File: src/sv/lpr_pkg.sv
// Shared types for the LRU page replacement block.
// Used by lpr_cell and lru_page_replacement; no dependencies.
package lpr_pkg;

    // Per-cell control from the top level for one request.
    typedef struct packed {
        logic en;          // request accepted this cycle
        logic valid;       // cell holds a resident page
        logic tail;        // cell receives the requested page
        logic below_tail;  // cell may take its upper neighbor's page
    } lpr_ctl_t;

    localparam int OUT_PAGE_W = 16;
    localparam int OUT_OCC_W  = 4;
    localparam int CFG_W      = 4;
    localparam logic [CFG_W-1:0] ACTIVE_FRAMES_RST = 4'd4;

endpackage

File: src/sv/lru_page_replacement.sv
// Top level of the LRU page replacement block: stream ports, occupancy,
// frame limit register and the chain of lpr_cell slots. Depends on lpr_pkg.
//
// Keeps up to FRAME_SLOTS resident pages ordered from least recent (slot 0)
// to most recent. Each request item on s_axis is compared against every slot
// at once; the slots then shift down by one toward the freed position and the
// request lands at the tail, so one item is taken every clock and its result
// appears on m_axis in the cycle after acceptance. An output register holds the
// result, so a new item is taken while the previous result is still being
// taken, and input stalls only when that register is full and not drained.
// The user must write the frame limit (active_frames, reset 4) on cfg only
// while idle; the block does not enforce this. 0 acts as 1 and values above
// FRAME_SLOTS act as FRAME_SLOTS. Lowering it below the occupancy makes a miss
// evict only the oldest page. evicted_page reads 0 when nothing is evicted.
module lru_page_replacement
    import lpr_pkg::*;
#(
    parameter int FRAME_SLOTS = 8,
    parameter int PAGE_BITS   = 16
)(
    input  logic        clk,
    input  logic        rst_n,
    input  logic        s_axis_tvalid,
    output logic        s_axis_tready,
    input  logic [15:0] s_axis_tdata,   // [15:0] page
    output logic        m_axis_tvalid,
    input  logic        m_axis_tready,
    // [0] hit, [1] evicted, [17:2] evicted_page, [33:18] lru_page,
    // [49:34] mru_page, [53:50] occupancy, [55:54] zero
    output logic [55:0] m_axis_tdata,
    input  logic        cfg_valid,
    output logic        cfg_ready,
    input  logic [3:0]  cfg_data        // [3:0] active_frames
);

    localparam int CW = $clog2(FRAME_SLOTS + 1);
    localparam int EW = (CW > CFG_W) ? CW : CFG_W;

    logic [CFG_W-1:0]     active_frames_reg;
    logic [CW-1:0]        count_reg, count_next;
    logic                 out_valid_reg;
    logic [55:0]          out_data_reg, out_data_next;

    logic [PAGE_BITS-1:0] page;
    logic                 accept;
    logic [EW-1:0]        af_ext, lim_ext;
    logic [CW-1:0]        lim, tail_idx;
    logic                 hit, append, evict;

    logic [FRAME_SLOTS-1:0]     match;
    logic [FRAME_SLOTS:0]       shift;
    logic [PAGE_BITS-1:0]       entry      [FRAME_SLOTS];
    logic [PAGE_BITS-1:0]       entry_next [FRAME_SLOTS];
    logic [PAGE_BITS-1:0]       upper      [FRAME_SLOTS];
    lpr_ctl_t                   ctl        [FRAME_SLOTS];

    assign cfg_ready     = 1'b1;
    assign s_axis_tready = !out_valid_reg || m_axis_tready;
    assign accept        = s_axis_tvalid && s_axis_tready;
    assign page          = PAGE_BITS'(s_axis_tdata);

    assign af_ext  = EW'(active_frames_reg);
    assign lim_ext = (af_ext == '0) ? EW'(1) :
                     (af_ext > EW'(FRAME_SLOTS)) ? EW'(FRAME_SLOTS) : af_ext;
    assign lim     = lim_ext[CW-1:0];

    assign hit      = |match;
    assign append   = !hit && (count_reg < lim);
    assign evict    = !hit && !append;
    assign tail_idx = append ? count_reg : count_reg - CW'(1);
    assign shift[0] = evict;

    genvar i;
    generate
        for (i = 0; i < FRAME_SLOTS; i++)
        begin : g_cell
            assign ctl[i].en         = accept;
            assign ctl[i].valid      = CW'(i) < count_reg;
            assign ctl[i].tail       = tail_idx == CW'(i);
            assign ctl[i].below_tail = CW'(i + 1) < count_reg;

            if (i == FRAME_SLOTS - 1)
            begin : g_top
                assign upper[i] = '0;
            end
            else
            begin : g_mid
                assign upper[i] = entry[i + 1];
            end

            lpr_cell #(
                .PAGE_BITS (PAGE_BITS)
            ) u_cell (
                .clk         (clk),
                .ctl         (ctl[i]),
                .page        (page),
                .upper_entry (upper[i]),
                .shift_in    (shift[i]),
                .shift_out   (shift[i + 1]),
                .match       (match[i]),
                .entry       (entry[i]),
                .entry_next  (entry_next[i])
            );
        end
    endgenerate

    assign count_next = append ? count_reg + CW'(1) : count_reg;

    always_comb
    begin
        out_data_next        = '0;
        out_data_next[0]     = hit;
        out_data_next[1]     = evict;
        out_data_next[17:2]  = evict ? OUT_PAGE_W'(entry[0]) : '0;
        out_data_next[33:18] = OUT_PAGE_W'(entry_next[0]);
        out_data_next[49:34] = OUT_PAGE_W'(page);
        out_data_next[53:50] = OUT_OCC_W'(count_next);
    end

    always_ff @(posedge clk or negedge rst_n)
    begin
        if (!rst_n)
        begin
            active_frames_reg <= ACTIVE_FRAMES_RST;
            count_reg         <= '0;
            out_valid_reg     <= 1'b0;
        end
        else
        begin
            if (cfg_valid && cfg_ready)
            begin
                active_frames_reg <= cfg_data;
            end
            if (accept)
            begin
                count_reg     <= count_next;
                out_valid_reg <= 1'b1;
            end
            else if (m_axis_tready)
            begin
                out_valid_reg <= 1'b0;
            end
        end
    end

    always_ff @(posedge clk)
    begin
        if (accept)
        begin
            out_data_reg <= out_data_next;
        end
    end

    assign m_axis_tvalid = out_valid_reg;
    assign m_axis_tdata  = out_data_reg;

endmodule

File: src/sv/lpr_cell.sv
// One slot of the recency chain: holds a page, compares it to the request
// and shifts down from its upper neighbor. Depends on lpr_pkg.
module lpr_cell
    import lpr_pkg::*;
#(
    parameter int PAGE_BITS = 16
)(
    input  logic                 clk,
    input  lpr_ctl_t             ctl,
    input  logic [PAGE_BITS-1:0] page,
    input  logic [PAGE_BITS-1:0] upper_entry,
    input  logic                 shift_in,
    output logic                 shift_out,
    output logic                 match,
    output logic [PAGE_BITS-1:0] entry,
    output logic [PAGE_BITS-1:0] entry_next
);

    logic [PAGE_BITS-1:0] entry_reg;

    assign match     = ctl.valid && (entry_reg == page);
    // once the hit slot (or an eviction) is at or below us, every slot shifts down
    assign shift_out = shift_in | match;

    always_comb
    begin
        priority if (ctl.tail)
        begin
            entry_next = page;
        end
        else if (shift_out && ctl.below_tail)
        begin
            entry_next = upper_entry;
        end
        else
        begin
            entry_next = entry_reg;
        end
    end

    always_ff @(posedge clk)
    begin
        if (ctl.en)
        begin
            entry_reg <= entry_next;
        end
    end

    assign entry = entry_reg;

endmodule
File: config.mk
export PLATFORM = sky130hd
export DESIGN_NAME = lru_page_replacement
export DESIGN_NICKNAME = d
export VERILOG_FILES = /design/src/sv/lpr_pkg.sv /design/src/sv/lru_page_replacement.sv /design/src/sv/lpr_cell.sv
export SDC_FILE = /design/constraint.sdc
export NUM_CORES = 1
export LEC_CHECK = 0
export BUFFER_PORTS_ARGS = -buffer_cell sky130_fd_sc_hd__clkbuf_2
export CAP_MARGIN = 15
export CORE_AREA = 2 2 154 126
export CTS_BUF_LIST = sky130_fd_sc_hd__clkbuf_4 sky130_fd_sc_hd__clkbuf_8
export CTS_CLUSTER_DIAMETER = 100
export DETAILED_ROUTE_END_ITERATION = 10
export DIE_AREA = 0 0 156 128
export GPL_ROUTABILITY_DRIVEN = 0
export PLACE_DENSITY = 0.74
export SYNTH_ARGS = -nofsm -noshare
export SYNTH_HDL_FRONTEND = slang
export SYNTH_SLANG_ARGS = --single-unit
File: constraint.sdc
create_clock -name clk -period 13 [get_ports clk]
set_clock_uncertainty 0.2 [all_clocks]
set_input_delay 1.3 -clock clk [delete_from_list [all_inputs] [get_ports clk]]
set_output_delay 1.3 -clock clk [all_outputs]
set_load 0.005 [all_outputs]
======== Word-level counts from Yosys, hierarchy flattened ========
Cells that the tools add are included.
word-level totals
  memory bits (read-only) ................. 0
  register bits ........................... 191
  memories ................................ 0
  memory bits (writable) .................. 0
  logic and storage cells ................. 112
  bits in latches ......................... 0
  input bits .............................. 25
  output and inout bits ................... 59
cells by class
  $mul .................................... 0
  magnitude comparators ................... 11
  bitwise gates (word level) .............. 8
  divide/modulo/power cells ............... 0
  reduce and logical (&&, ||, !) cells .... 41
  equal/unequal tests ..................... 15
  shift-type cells ........................ 0
  add/sub/neg operators ................... 2
  multiplexer cells ....................... 22
operators with widths
  cell                 count
  $mux 16              16
  $eq 16x16->1         8
  $logic_and 1x1->1    19
  $eq 4x3->1 const B   4
  $lt 3x4->1 const A   4
  $mux 4               4
  $reduce_bool 2->1    8
  $reduce_and 2->1     7
  $eq 4x2->1 const B   2
  $logic_not 4->1      2
  $lt 1x4->1 const A   2
  $lt 2x4->1 const A   2
  $or 1x1->1           8
  $reduce_or 8->1      1
  $add 4x1->4 const B  1
  $eq 4x1->1 const B   1
  $gt 4x4->1 const B   1
  $lt 4x4->1           1
  $lt 4x4->1 const A   1
  $sub 4x1->4 const B  1
  $logic_not 1->1      3
  $mux 1               2
  $logic_or 1x1->1     1

======== Logic depth before layout (Yosys ltp) ========
Gate-level depths: netlist of the first run.
  depth in word-level cells ............... 18
  depth in mapped cells ................... 14
  mapped depth without buffers ............ 10

======== Hierarchy ========
A second synthesis of the first run with hierarchy kept.
second synthesis, totals
  cell total of the unflattened synthesis .. 1,157
  area total of the unflattened synthesis .. 12,653.4 um^2
modules (own cells, without submodules)
  module                instances  cells an instance  area each (um^2)  seq. area each (um^2)
  lpr_cell              8          122                1,243.7           480.5
  lru_page_replacement  1          181                2,703.8           1,848.0

======== Worst setup path after synthesis of the first run ========
No wires, ideal clock.
  path type ............................... input to register
  from .................................... input s_axis_tdata[0]
  to ...................................... register g_cell[6].u_cell.entry_reg[0], enable pin
  path buffers ............................ 2
  library setup time ...................... 394 ps
  stages .................................. 10
  arrival time ............................ 4,113 ps
  path slack .............................. 8,292 ps
  required time ........................... 12,406 ps
  cells stage by stage .................... buf_6 -> xor2_1 -> or4_1 -> nor4_1 -> a32o_2 -> nor4_4 -> nand2_8 -> mux2_4 -> buf_6 -> a21oi_1
on the way
  longest elaborated chain between the ends .. 17
  elaborated cells on any way between the ends .. 33
  classes of those cells .................. eq/ne (9); mux (1); bitwise (7); reduce/logical (16)
ends and longest elaborated chain
  what                                    RTL line                                                text
  start: declaration                      lru_page_replacement.sv:25                              input logic [15:0] s_axis_tdata,
  $eq 16x16->1                            lpr_cell.sv:21                                          assign match = ctl.valid && (entry_reg == page);
  $logic_and 1x1->1                       lpr_cell.sv:21
  $reduce_or 8->1                         lru_page_replacement.sv:67                              assign hit = |match;
  $logic_not 1->1                         lru_page_replacement.sv:68, lru_page_replacement.sv:69
  $logic_and 1x1->1                       lru_page_replacement.sv:68                              assign append = !hit && (count_reg < lim);
  $logic_not 1->1                         lru_page_replacement.sv:69                              assign evict = !hit && !append;
  $logic_and 1x1->1                       lru_page_replacement.sv:69
  $or 1x1->1 (7 in series)                lpr_cell.sv:23                                          assign shift_out = shift_in | match;
  $logic_and 1x1->1                       lpr_cell.sv:31                                          else if (shift_out && ctl.below_tail)
  $reduce_bool 2->1 (no source line) (*)  n/a
  $reduce_and 2->1 (no source line) (*)   n/a
  end signal: assignment                  lpr_cell.sv:45                                          entry_reg <= entry_next;
  end: declaration                        lpr_cell.sv:19                                          logic [PAGE_BITS-1:0] entry_reg;
Mark *: on every way between the ends. The rest lies on a longest branch, timed or not.
A chain may end at the register's enable or synchronous reset.

======== Final worst setup path of the first run ========
  from .................................... input s_axis_tdata[0]
  to ...................................... register g_cell[2].u_cell.entry_reg[13], enable pin
on the way
  longest elaborated chain between the ends .. 13
  elaborated cells on any way between the ends .. 29
  classes of those cells .................. eq/ne (9); mux (1); bitwise (3); reduce/logical (16)
ends and longest elaborated chain
  what                                    RTL line
  $eq 16x16->1                            lpr_cell.sv:21
  $logic_and 1x1->1                       lpr_cell.sv:21
  $reduce_or 8->1                         lru_page_replacement.sv:67
  $logic_not 1->1                         lru_page_replacement.sv:68, lru_page_replacement.sv:69
  $logic_and 1x1->1                       lru_page_replacement.sv:68
  $logic_not 1->1                         lru_page_replacement.sv:69
  $logic_and 1x1->1                       lru_page_replacement.sv:69
  $or 1x1->1 (3 in series)                lpr_cell.sv:23
  $logic_and 1x1->1                       lpr_cell.sv:31
  $reduce_bool 2->1 (no source line) (*)  n/a
  $reduce_and 2->1 (no source line) (*)   n/a
  end signal: assignment                  lpr_cell.sv:45
  end: declaration                        lpr_cell.sv:19
Marked as above.

==> results_dict.tcl, run 1 <==
set metrics [dict create \
    multi_input_area_mm2 0.00421 \
    die_w_um 156 \
    critPathKind "in -> reg" \
    num_rows 45 \
    run_status "finished, final reports clean" \
    syn_to_final_growth_pct 6.33 \
    critical_path.startpoint "s_axis_tdata[0]" \
    synthTopCellsByArea "edfxtp_1, xnor2_1, mux2_2, mux2_1, xor2_1" \
    period_share_pct 40.1 \
    synth_edf_count 166 \
    ys_seq_elements 175 \
    regToRegStartpoint "count_reg[0]$_DFFE_PN0P_" \
    yosysTopAreaCell "edfxtp_1" \
    use_met2_pct 36.7 \
    grt_overflow 0 \
    finalSetupViolations 0 \
    dr_total_vias 6048 \
    core_area_mm2 0.0185 \
    dieArea_mm2 0.0200 \
    slew_headroom_pct 36.1 \
    finish.utilization_pct 57.5 \
    drt-pass1-iter-count 5 \
    cts_tree "done" \
    clockBufferDepth 2 \
    hold_viol 0 \
    async_flop_share_pct 5.14 \
    ctsHoldBuffers 0 \
    wl_per_cell_um 19.7 \
    n_fill_cell 1494 \
    n_antenna_cell 0 \
    ys_warn_count 0 \
    dp_hpwl_mm 15.1 \
    hold_class "reg -> reg" \
    final_cells 1048 \
    critPathLaunchType "primary input" \
    endpoint_kind "register" \
    seq_area_frac_synth_pct 52.0 \
    cts_max_level 4 \
    setup_tns_ps 0 \
    drc 0 \
    placed_cell_area_mm2 0.0102 \
    ys.flop_type "edfxtp_1" \
    worstPathMaxFanout 21 \
    rsz0062_at_grt "false" \
    numClockSinks 175 \
    critical_path.top_delay_family "simple AND/OR/NAND/NOR gates" \
    grt_pass1_wl_mm 32.7 \
    io_buffers 80 \
    seqCellArea_mm2 0.00521 \
    cts.clk_slew.worst_paths_ps 100 \
    use_met1_pct 27.1 \
    vias_per_cell 5.77 \
    final_antenna_net_count 0 \
    worstHoldStart "active_frames_reg[0]$_DFFE_PN0P_" \
    min_period_ps 5210 \
    grt_use_met3_pct 4.80 \
    worst_path_largest_cell_delay_ps 660 \
    first_global_vias 6047 \
    drt_iter0_drc 363 \
    nets 831 \
    largest_reg_flops 127 \
    crit_chain "clkbuf_2 > xor2_1 > or4_1 > nor4_1 > a32o_2 > nor4_4 > buf_4 > nand2_8 > mux2i_4 > o21a_1" \
    cap_violations 0 \
    synth_cell_types 60 \
    antenna_found_initial 0 \
    ctsResizeCount 0 \
    synth.avg_cell_area_um2 13.1 \
    yosysTopAreaCellShare_pct 49.8 \
    required_ps 12900 \
    worst-path-buf-inv 2 \
    slew_violations 0 \
    max-vdd-ir-drop_v 0.000113 \
    leakage_nw 3.85 \
    max_clock_freq_mhz 192 \
    die_h_um 128 \
    top_usage_layer "met2" \
    root_buffer "clkbuf_8" \
    start_util_pct 54.1 \
    final_area_mm2 0.0106 \
    slowest_stage "o21a_1" \
    worstMarginPinSlew_ps 957 \
    cts_inserted_buffers 17 \
    syn_inst 764 \
    power_density_mw_per_mm2 211 \
    netlist_area_mm2 0.0100 \
    place_inst 1016 \
    pin_count 84 \
    drive_above_1_share_pct 27.6 \
    worstPathArrival_ps 5110 \
    postCtsSetupRepairBufs 0 \
    grt_max_degree 41 \
    totalWireLength_mm 20.7 \
    clk_latency_ps 460 \
    grtUsageTotal_pct 21.4 \
]
## power breakdown
group          internal, mW  switching, mW  total, mW  leakage (nW)
logic                 0.405          0.482      0.887          1.99
clock network         0.202          0.206      0.409         0.218
registers             0.842          0.104      0.946          1.65
total                  1.45          0.793       2.24          3.85
## kinds of logic after synthesis
group	share of synthesized area (%)
flops	52.0
compound gates	3.40
buf+inv	5.95
other cells	0.0750
simple gates	11.1
fa+ha+maj	0.750
xor+xnor	11.6
mux	15.1
## through the flow
step           total power, mW  setup WS, ps  hold slack (ps)
6_report                  2.24          7790              335
3_5_place_dp              1.84          7520              302
3_3_place_gp              1.81          7780              287
2_1_floorplan             1.67          8290              275
4_1_cts                   2.25          7980              332
5_1_grt                   2.36          7700              360
## per-layer routing
metal | share of wire (%) | wire length, um
met2 | 49 | 10200
met3 | 6.0 | 1240
met5 | 0 | 0
met1 | 42 | 8760
met4 | 2.3 | 465
## path summary, 6_finish.rpt
check                      cells past startpoint                              endpoint  slack, ps
max                                           10  g_cell[2].u_cell.entry[13]$_DFFE_PP_       7790
min                                            1      active_frames_reg[0]$_DFFE_PN0P_        330
max reg2reg                                   11  g_cell[2].u_cell.entry[13]$_DFFE_PP_       8090
min reg2reg                                    1      active_frames_reg[0]$_DFFE_PN0P_        330
max in group asynchronous                      1      active_frames_reg[2]$_DFFE_PN1P_      11870
min in group asynchronous                      1      active_frames_reg[0]$_DFFE_PN0P_        470
## layout make-up
type / instances / share of cell area [%]
Clock inverter: 13 / 1.64
Timing Repair Buffer: 90 / 4.46
Clock buffer: 19 / 2.40
Multi-Input combinational cell: 509 / 39.5
Sequential cell: 175 / 48.9
Inverter: 7 / 0.247
Tap cell: 235 / 2.76
## placed cells by master, fill, tap and decap left out, types with 3 or more instances in the layout
master	instances
edfxtp_1	166
xnor2_1	91
clkbuf_2	80
mux2_2	63
xor2_1	42
nor2_1	38
mux2_1	36
nand2_1	29
nand4_1	28
mux2_4	19
and3_1	18
clkbuf_8	18
and2_1	16
nor3_1	14
a21oi_1	13
nand3_1	13
o21ai_0	11
buf_4	10
nor4_1	9
dfrtp_1	8
ha_1	6
inv_6	6
inv_1	5
or4_1	5
mux2i_4	5
nor2b_1	4
o21a_1	4
a21o_1	3
nand4b_1	3
nor3b_1	3
conb_1	3
bufinv_16	3
## Yosys cell counts (3+ instances only)
cell type and n:
a21o_1 3, a21oi_1 13, and2_1 16, and3_1 18, buf_2 7, buf_4 41, buf_6 15, clkbuf_1 9
dfrtp_1 8, edfxtp_1 166, ha_1 6, inv_1 6, mux2_1 36, mux2_2 63, mux2_4 19, mux2i_4 5
nand2_1 29, nand3_1 13, nand4_1 28, nand4b_1 3, nor2_1 38, nor2b_1 4, nor3_1 14, nor3b_1 3
nor4_1 9, o21a_1 4, o21ai_0 11, or4_1 5, xnor2_1 91, xor2_1 42
(Power assumes the default switching activity.)
==> inputs of run 2 (changes only) <==
==> constraint.sdc (replaced) <==
create_clock -name clk -period 5.35 [get_ports clk]
set_clock_uncertainty 0.2 [all_clocks]
set_input_delay 0.535 -clock clk [delete_from_list [all_inputs] [get_ports clk]]
set_output_delay 0.535 -clock clk [all_outputs]
set_load 0.005 [all_outputs]
==> results_dict.tcl, run 2 (synthesis gave the netlist of run 1 again) <==
set metrics [dict create \
    worst_path_largest_cell_delay_ps 610 \
    reg2regPathDepth 10 \
    cts.clk_slew.worst_paths_ps 100 \
    drc 0 \
    final_area_mm2 0.0106 \
    crit_chain "clkinv_1 > ha_1 > nor2_1 > o21ai_1 > or4_1 > o22ai_2 > nor4_4 > nand2_8 > mux2i_4 > o21a_1" \
    postCtsSetupRepairBufs 0 \
    vias_per_cell 5.76 \
    worst-path-buf-inv 1 \
    n_fill_cell 1490 \
    rsz0062_at_grt "false" \
    max_clock_freq_mhz 227 \
    largest_reg_flops 127 \
    mostFrequentLayoutCells "edfxtp_1, xnor2_1, clkbuf_2" \
    cts_inserted_buffers 17 \
    cts_max_level 4 \
    num_rows 45 \
    core_area_mm2 0.0185 \
    worstMarginPinSlew_ps 778 \
    crit_cells 10 \
    clk_latency_ps 460 \
    placed_cell_area_mm2 0.0103 \
    finalSetupViolations 0 \
    p_total_mw 5.36 \
    nets 837 \
    cap_violations 0 \
    die_w_um 156 \
    antenna_found_initial 0 \
    n_antenna_cell 0 \
    hold_depth 3 \
    grtUsageTotal_pct 21.0 \
    final_common_cell "edfxtp_1" \
    totalWireLength_mm 20.5 \
    drive_above_1_share_pct 27.5 \
    min_period_ps 4410 \
    dpl_worst_slack_ps 883 \
    clockBufferDepth 2 \
    start_util_pct 54.1 \
    wl_per_cell_um 19.5 \
    layout_setup_ws_ps 940 \
    numClockSinks 175 \
    dp_hpwl_mm 15.1 \
    power_density_mw_per_mm2 504 \
    max-vdd-ir-drop_v 0.000247 \
    first_global_vias 6081 \
    required_ps 5240 \
    worstPathArrival_ps 4300 \
    drt_iter0_drc 410 \
    setup_tns_ps 0 \
    ctsResizeCount 0 \
    slew_headroom_pct 48.1 \
    drt-pass1-iter-count 5 \
    die_h_um 128 \
    dieArea_mm2 0.0200 \
    critical_path.top_delay_family "simple AND/OR/NAND/NOR gates" \
    hold_viol 0 \
    slew_violations 0 \
    critPathKind "reg -> reg" \
    root_buffer "clkbuf_8" \
    grt_max_degree 31 \
    pin_count 84 \
    io_buffers 80 \
    grt_pass1_wl_mm 32.0 \
    run_status "finished, final reports clean" \
    dr_total_vias 6057 \
    final_antenna_net_count 0 \
    leakage_nw 3.84 \
    syn_to_final_growth_pct 6.18 \
    slowest_stage "dfrtp_1" \
    endpoint_kind "register" \
    hold_class "in -> reg" \
    cts_tree "done" \
    worstPathMaxFanout 17 \
    period_share_pct 82.4 \
    critPathLaunchType "register" \
    grt_overflow 0 \
]
run 2: cell types whose count changed in the layout (fill, tap and decap cells not counted):
| cell | change |
|---|---|
| clkinvlp_4 | +4 |
| clkinv_1 | +2 |
| clkinv_4 | -1 |
| dlygate4sd3_1 | +1 |
| inv_8 | -1 |
| buf_4 | +5 |
| bufinv_16 | -1 |
| inv_6 | -5 |
| clkbuf_4 | +1 |
| clkbuf_8 | -1 |
run 2: where the power goes:
part	leakage (nW)	internal, mW	total [mW]	switching (mW)
Sequential	1.65	2.05	2.28	0.230
Clock	0.172	0.417	0.887	0.470
Combinational	2.02	1.00	2.20	1.20
run 2: area by class of cell:
class	count	area, um2	area share (%)
timing repair buffer	96	523	4.92
multi-input combinational	509	4210	39.6
clock buffer	19	249	2.34
inverter	7	26.3	0.247
tap	235	294	2.77
sequential	175	5210	49.0
clock inverter	11	119	1.12
run 2: final timing paths:
check                                                 start                                 endpoint  slack (ps)
max                                count_reg[0]$_DFFE_PN0P_  g_cell[7].u_cell.entry[8]$_SDFFCE_PP0P_         940
min                                             cfg_data[3]         active_frames_reg[3]$_DFFE_PN0P_          80
max reg2reg                        count_reg[0]$_DFFE_PN0P_  g_cell[7].u_cell.entry[8]$_SDFFCE_PP0P_         940
min reg2reg                active_frames_reg[0]$_DFFE_PN0P_         active_frames_reg[0]$_DFFE_PN0P_         330
max in group asynchronous                             rst_n         active_frames_reg[2]$_DFFE_PN1P_        4410
min in group asynchronous                             rst_n         active_frames_reg[3]$_DFFE_PN0P_         280
run 2: timing repair:
action                                 in CTS  in global routing
endpoints found under the hold margin       9                  0
hold buffers                                1                  0
setup endpoints to repair                   0                  0
run 2: layer usage:
| layer | vias to the layer above | GRT usage (%) | part of all wire (%) |
|---|---|---|---|
| met2 | 227 | 37.2 | 50 |
| met4 | 0 | 6.75 | 2.0 |
| met1 | 2961 | 25.7 | 42 |
| li1 | 2833 | - | - |
| met5 | - | 0 | 0 |
| met3 | 36 | 4.67 | 6.3 |
run 2: worst min-delay path, cell delays in order:
cell	delay, ps
clkbuf_2	80
nand2_1	30
o21ai_0	60
run 2: metrics by stage:
step / utilization (%) / std cells / hold slack (ps)
after floorplan: - / 765 / 39.4
after global placement: 55.4 / 1021 / 197
after detailed placement: 55.4 / 1021 / 214
after CTS: 57.4 / 1052 / 59.2
after global routing: 57.4 / 1052 / 80.9
final: 57.4 / 1052 / 77.8
==> inputs of run 3 (changes only) <==
--- a/config.mk
+++ b/config.mk
@@ -5,15 +5,16 @@
 export SDC_FILE = /design/constraint.sdc
 export NUM_CORES = 1
 export LEC_CHECK = 0
+export ABC_AREA = 1
 export BUFFER_PORTS_ARGS = -buffer_cell sky130_fd_sc_hd__clkbuf_2
 export CAP_MARGIN = 15
-export CORE_AREA = 2 2 154 126
+export CORE_AREA = 2 2 158 129
 export CTS_BUF_LIST = sky130_fd_sc_hd__clkbuf_4 sky130_fd_sc_hd__clkbuf_8
 export CTS_CLUSTER_DIAMETER = 100
 export DETAILED_ROUTE_END_ITERATION = 10
-export DIE_AREA = 0 0 156 128
+export DIE_AREA = 0 0 160 131
 export GPL_ROUTABILITY_DRIVEN = 0
-export PLACE_DENSITY = 0.74
+export PLACE_DENSITY = 0.73
 export SYNTH_ARGS = -nofsm -noshare
 export SYNTH_HDL_FRONTEND = slang
 export SYNTH_SLANG_ARGS = --single-unit
==> constraint.sdc (replaced) <==
create_clock -name clk -period 4.13 [get_ports clk]
set_clock_uncertainty 0.2 [all_clocks]
set_input_delay 0.413 -clock clk [delete_from_list [all_inputs] [get_ports clk]]
set_output_delay 0.413 -clock clk [all_outputs]
set_load 0.005 [all_outputs]
==> results_dict.tcl, run 3 <==
set metrics [dict create \
    io_buffers 80 \
    ys.flop_type "edfxtp_1" \
    endpoint_kind "register" \
    critPathKind "reg -> reg" \
    dieArea_mm2 0.0210 \
    yosysTopAreaCellShare_pct 47.3 \
    combinationalPowerShare_pct 46.7 \
    synth_edf_count 166 \
    first_global_vias 8234 \
    die_w_um 160 \
    dp_hpwl_mm 19.2 \
    die_h_um 131 \
    rsz0062_at_grt "false" \
    yosysTopAreaCell "edfxtp_1" \
    seq_area_frac_synth_pct 49.5 \
    wl_per_cell_um 15.4 \
    synth_common_cells "nand2_1, edfxtp_1, nor2_1, inv_1, nand3_1" \
    totalWireLength_mm 25.8 \
    drc 0 \
    switching_share_pct 43.4 \
    synth.avg_cell_area_um2 7.92 \
    clkPwrFrac_pct 16.9 \
    ys_warn_count 0 \
    final_common_cell "nand2_1" \
    worstPathMaxFanout 18 \
    hold_class "in -> reg" \
    dr_total_vias 8898 \
    nets 1428 \
    leakage_nw 5.60 \
    run_status "finished, final reports clean" \
    min_period_ps 3810 \
    drt-pass1-iter-count 7 \
    async_flop_share_pct 5.14 \
    num_rows 46 \
    slew_headroom_pct 35.2 \
    cts.clk_slew.worst_paths_ps 100 \
    synth_cell_types 37 \
    synth_most_common_cell "nand2_1" \
    ys_seq_elements 175 \
    vias_per_cell 5.32 \
    grt_max_degree 45 \
    start_util_pct 54.1 \
    max_clock_freq_mhz 262 \
    p_seq_share_pct 36.4 \
    grt_overflow 0 \
    hold_viol 0 \
    cap_violations 0 \
    n_antenna_cell 0 \
    intPower_mw 4.73 \
    antenna_found_initial 0 \
    clockBufferDepth 2 \
    worstMarginPinSlew_ps 970 \
    worstPathArrival_ps 3770 \
    mostFrequentLayoutCells "nand2_1, edfxtp_1, nor2_1" \
    critPathLaunchType "register" \
    power_density_mw_per_mm2 725 \
    period_share_pct 92.4 \
    final_cells 1674 \
    numClockSinks 175 \
    syn_to_final_growth_pct 9.44 \
    drive_above_1_share_pct 14.7 \
    ctsResizeCount 0 \
    cts_tree "done" \
    finalSetupViolations 0 \
    max-vdd-ir-drop_v 0.000456 \
    final_antenna_net_count 0 \
    synthTopCellsByArea "edfxtp_1, nand2_1, nor2_1, inv_1, nand3_1" \
    clk_latency_ps 470 \
    netlist_area_mm2 0.0105 \
    core_area_mm2 0.0195 \
    cts_max_level 4 \
    required_ps 4080 \
    grt_pass1_wl_mm 41.5 \
    largest_reg_flops 127 \
    root_buffer "clkbuf_8" \
    cts_inserted_buffers 17 \
    power.switching_mw 3.62 \
    drt_iter0_drc 888 \
    setup_tns_ps 0 \
    slew_violations 0 \
    grtUsageTotal_pct 25.5 \
    pin_count 84 \
    syn_inst 1329 \
    place_inst 1634 \
]
[run 3: cell count changes after synthesis, moves of 36 or more]
cell,previous run,this run
mux2_2,63,2
nor2_1,38,135
mux2_1,36,0
xnor2_1,91,11
inv_1,6,126
nand3_1,13,89
nand2_1,29,529
[run 3: layout make-up]
cell class	count	area [um2]
clock buffers	18	241
fillers	1782	7930
multi-input cells	936	4230
clock inverters	14	225
flip-flops and latches	175	5210
inverters	144	541
repair buffers	123	743
well taps	264	330
[run 3: power by group through the flow]
stage | sequential, mW | combinational, mW | clock (mW)
3_5_place_dp | 3.08 | 3.85 | 0
5_1_grt | 3.09 | 4.38 | 1.50
4_1_cts | 3.04 | 3.87 | 1.42
3_3_place_gp | 3.07 | 3.75 | 0
2_1_floorplan | 3.00 | 3.21 | 0
6_report | 3.04 | 3.90 | 1.41
[run 3: worst paths after layout]
path	cells past startpoint	end	slack, ps	startpoint
worst max-delay path	16	g_cell[7].u_cell.entry[6]$_SDFFCE_PP0P_	320	count_reg[0]$_DFFE_PN0P_
worst min-delay path	2	active_frames_reg[3]$_DFFE_PN0P_	30	cfg_valid
worst max register to register	16	g_cell[7].u_cell.entry[6]$_SDFFCE_PP0P_	320	count_reg[0]$_DFFE_PN0P_
worst min register to register	2	m_axis_tvalid$_DFFE_PN0P_	340	m_axis_tvalid$_DFFE_PN0P_
max in group asynchronous	2	active_frames_reg[2]$_DFFE_PN1P_	3350	rst_n
min in group asynchronous	2	active_frames_reg[3]$_DFFE_PN0P_	120	rst_n
[run 3: cells by family after synthesis]
kind of cell | Yosys count | share of synthesized area (%)
simple gates | 816 | 32.4
buf+inv | 219 | 10.4
flops | 175 | 49.5
compound gates | 79 | 4.24
xor+xnor | 30 | 2.50
fa+ha+maj | 6 | 0.713
other cells | 2 | 0.0713
mux | 2 | 0.214
[run 3: repair_timing]
action | CTS | global route
endpoints found under the hold margin | 15 | 0
setup buffers | 0 | 0
hold buffers | 8 | 0
[run 3: critical path: stages, from the launching register on]
cell and delay [ps]:
dfrtp_1 530, inv_1 180, ha_1 320, o21ai_1 230, nand3_1 100, nor2_1 200, nand3_1 130, nand2_1 130
nor2_4 80, nand3_2 180, nand2_1 80, nand2_1 210, nand2_1 110, inv_2 260, nand2_2 100, a21oi_1 160
buf_4 300
[run 3: per-stage QoR]
stage / utilization, % / hold WS [ps] / instance area [um2] / setup WS (ps) / power [mW]
after floorplan: - / -82.6 / 10500 / 505 / 6.21
after global placement: 56.4 / 82.3 / 11000 / 325 / 6.82
after detailed placement: 56.4 / 82.6 / 11000 / 318 / 6.93
after CTS: 59.2 / 8.74 / 11500 / 361 / 8.32
after global routing: 59.2 / 23.8 / 11500 / 8.62 / 8.97
final: 59.2 / 26.4 / 11500 / 315 / 8.35
[run 3: per-layer routing]
layer  vias up  track usage (%)  wire length (um)
met1      4128             32.6             11200
met2       374             44.1             12200
met4         0             8.43               492
li1       4345                -                 -
met5         -                0                 0
met3        51             4.99              1940
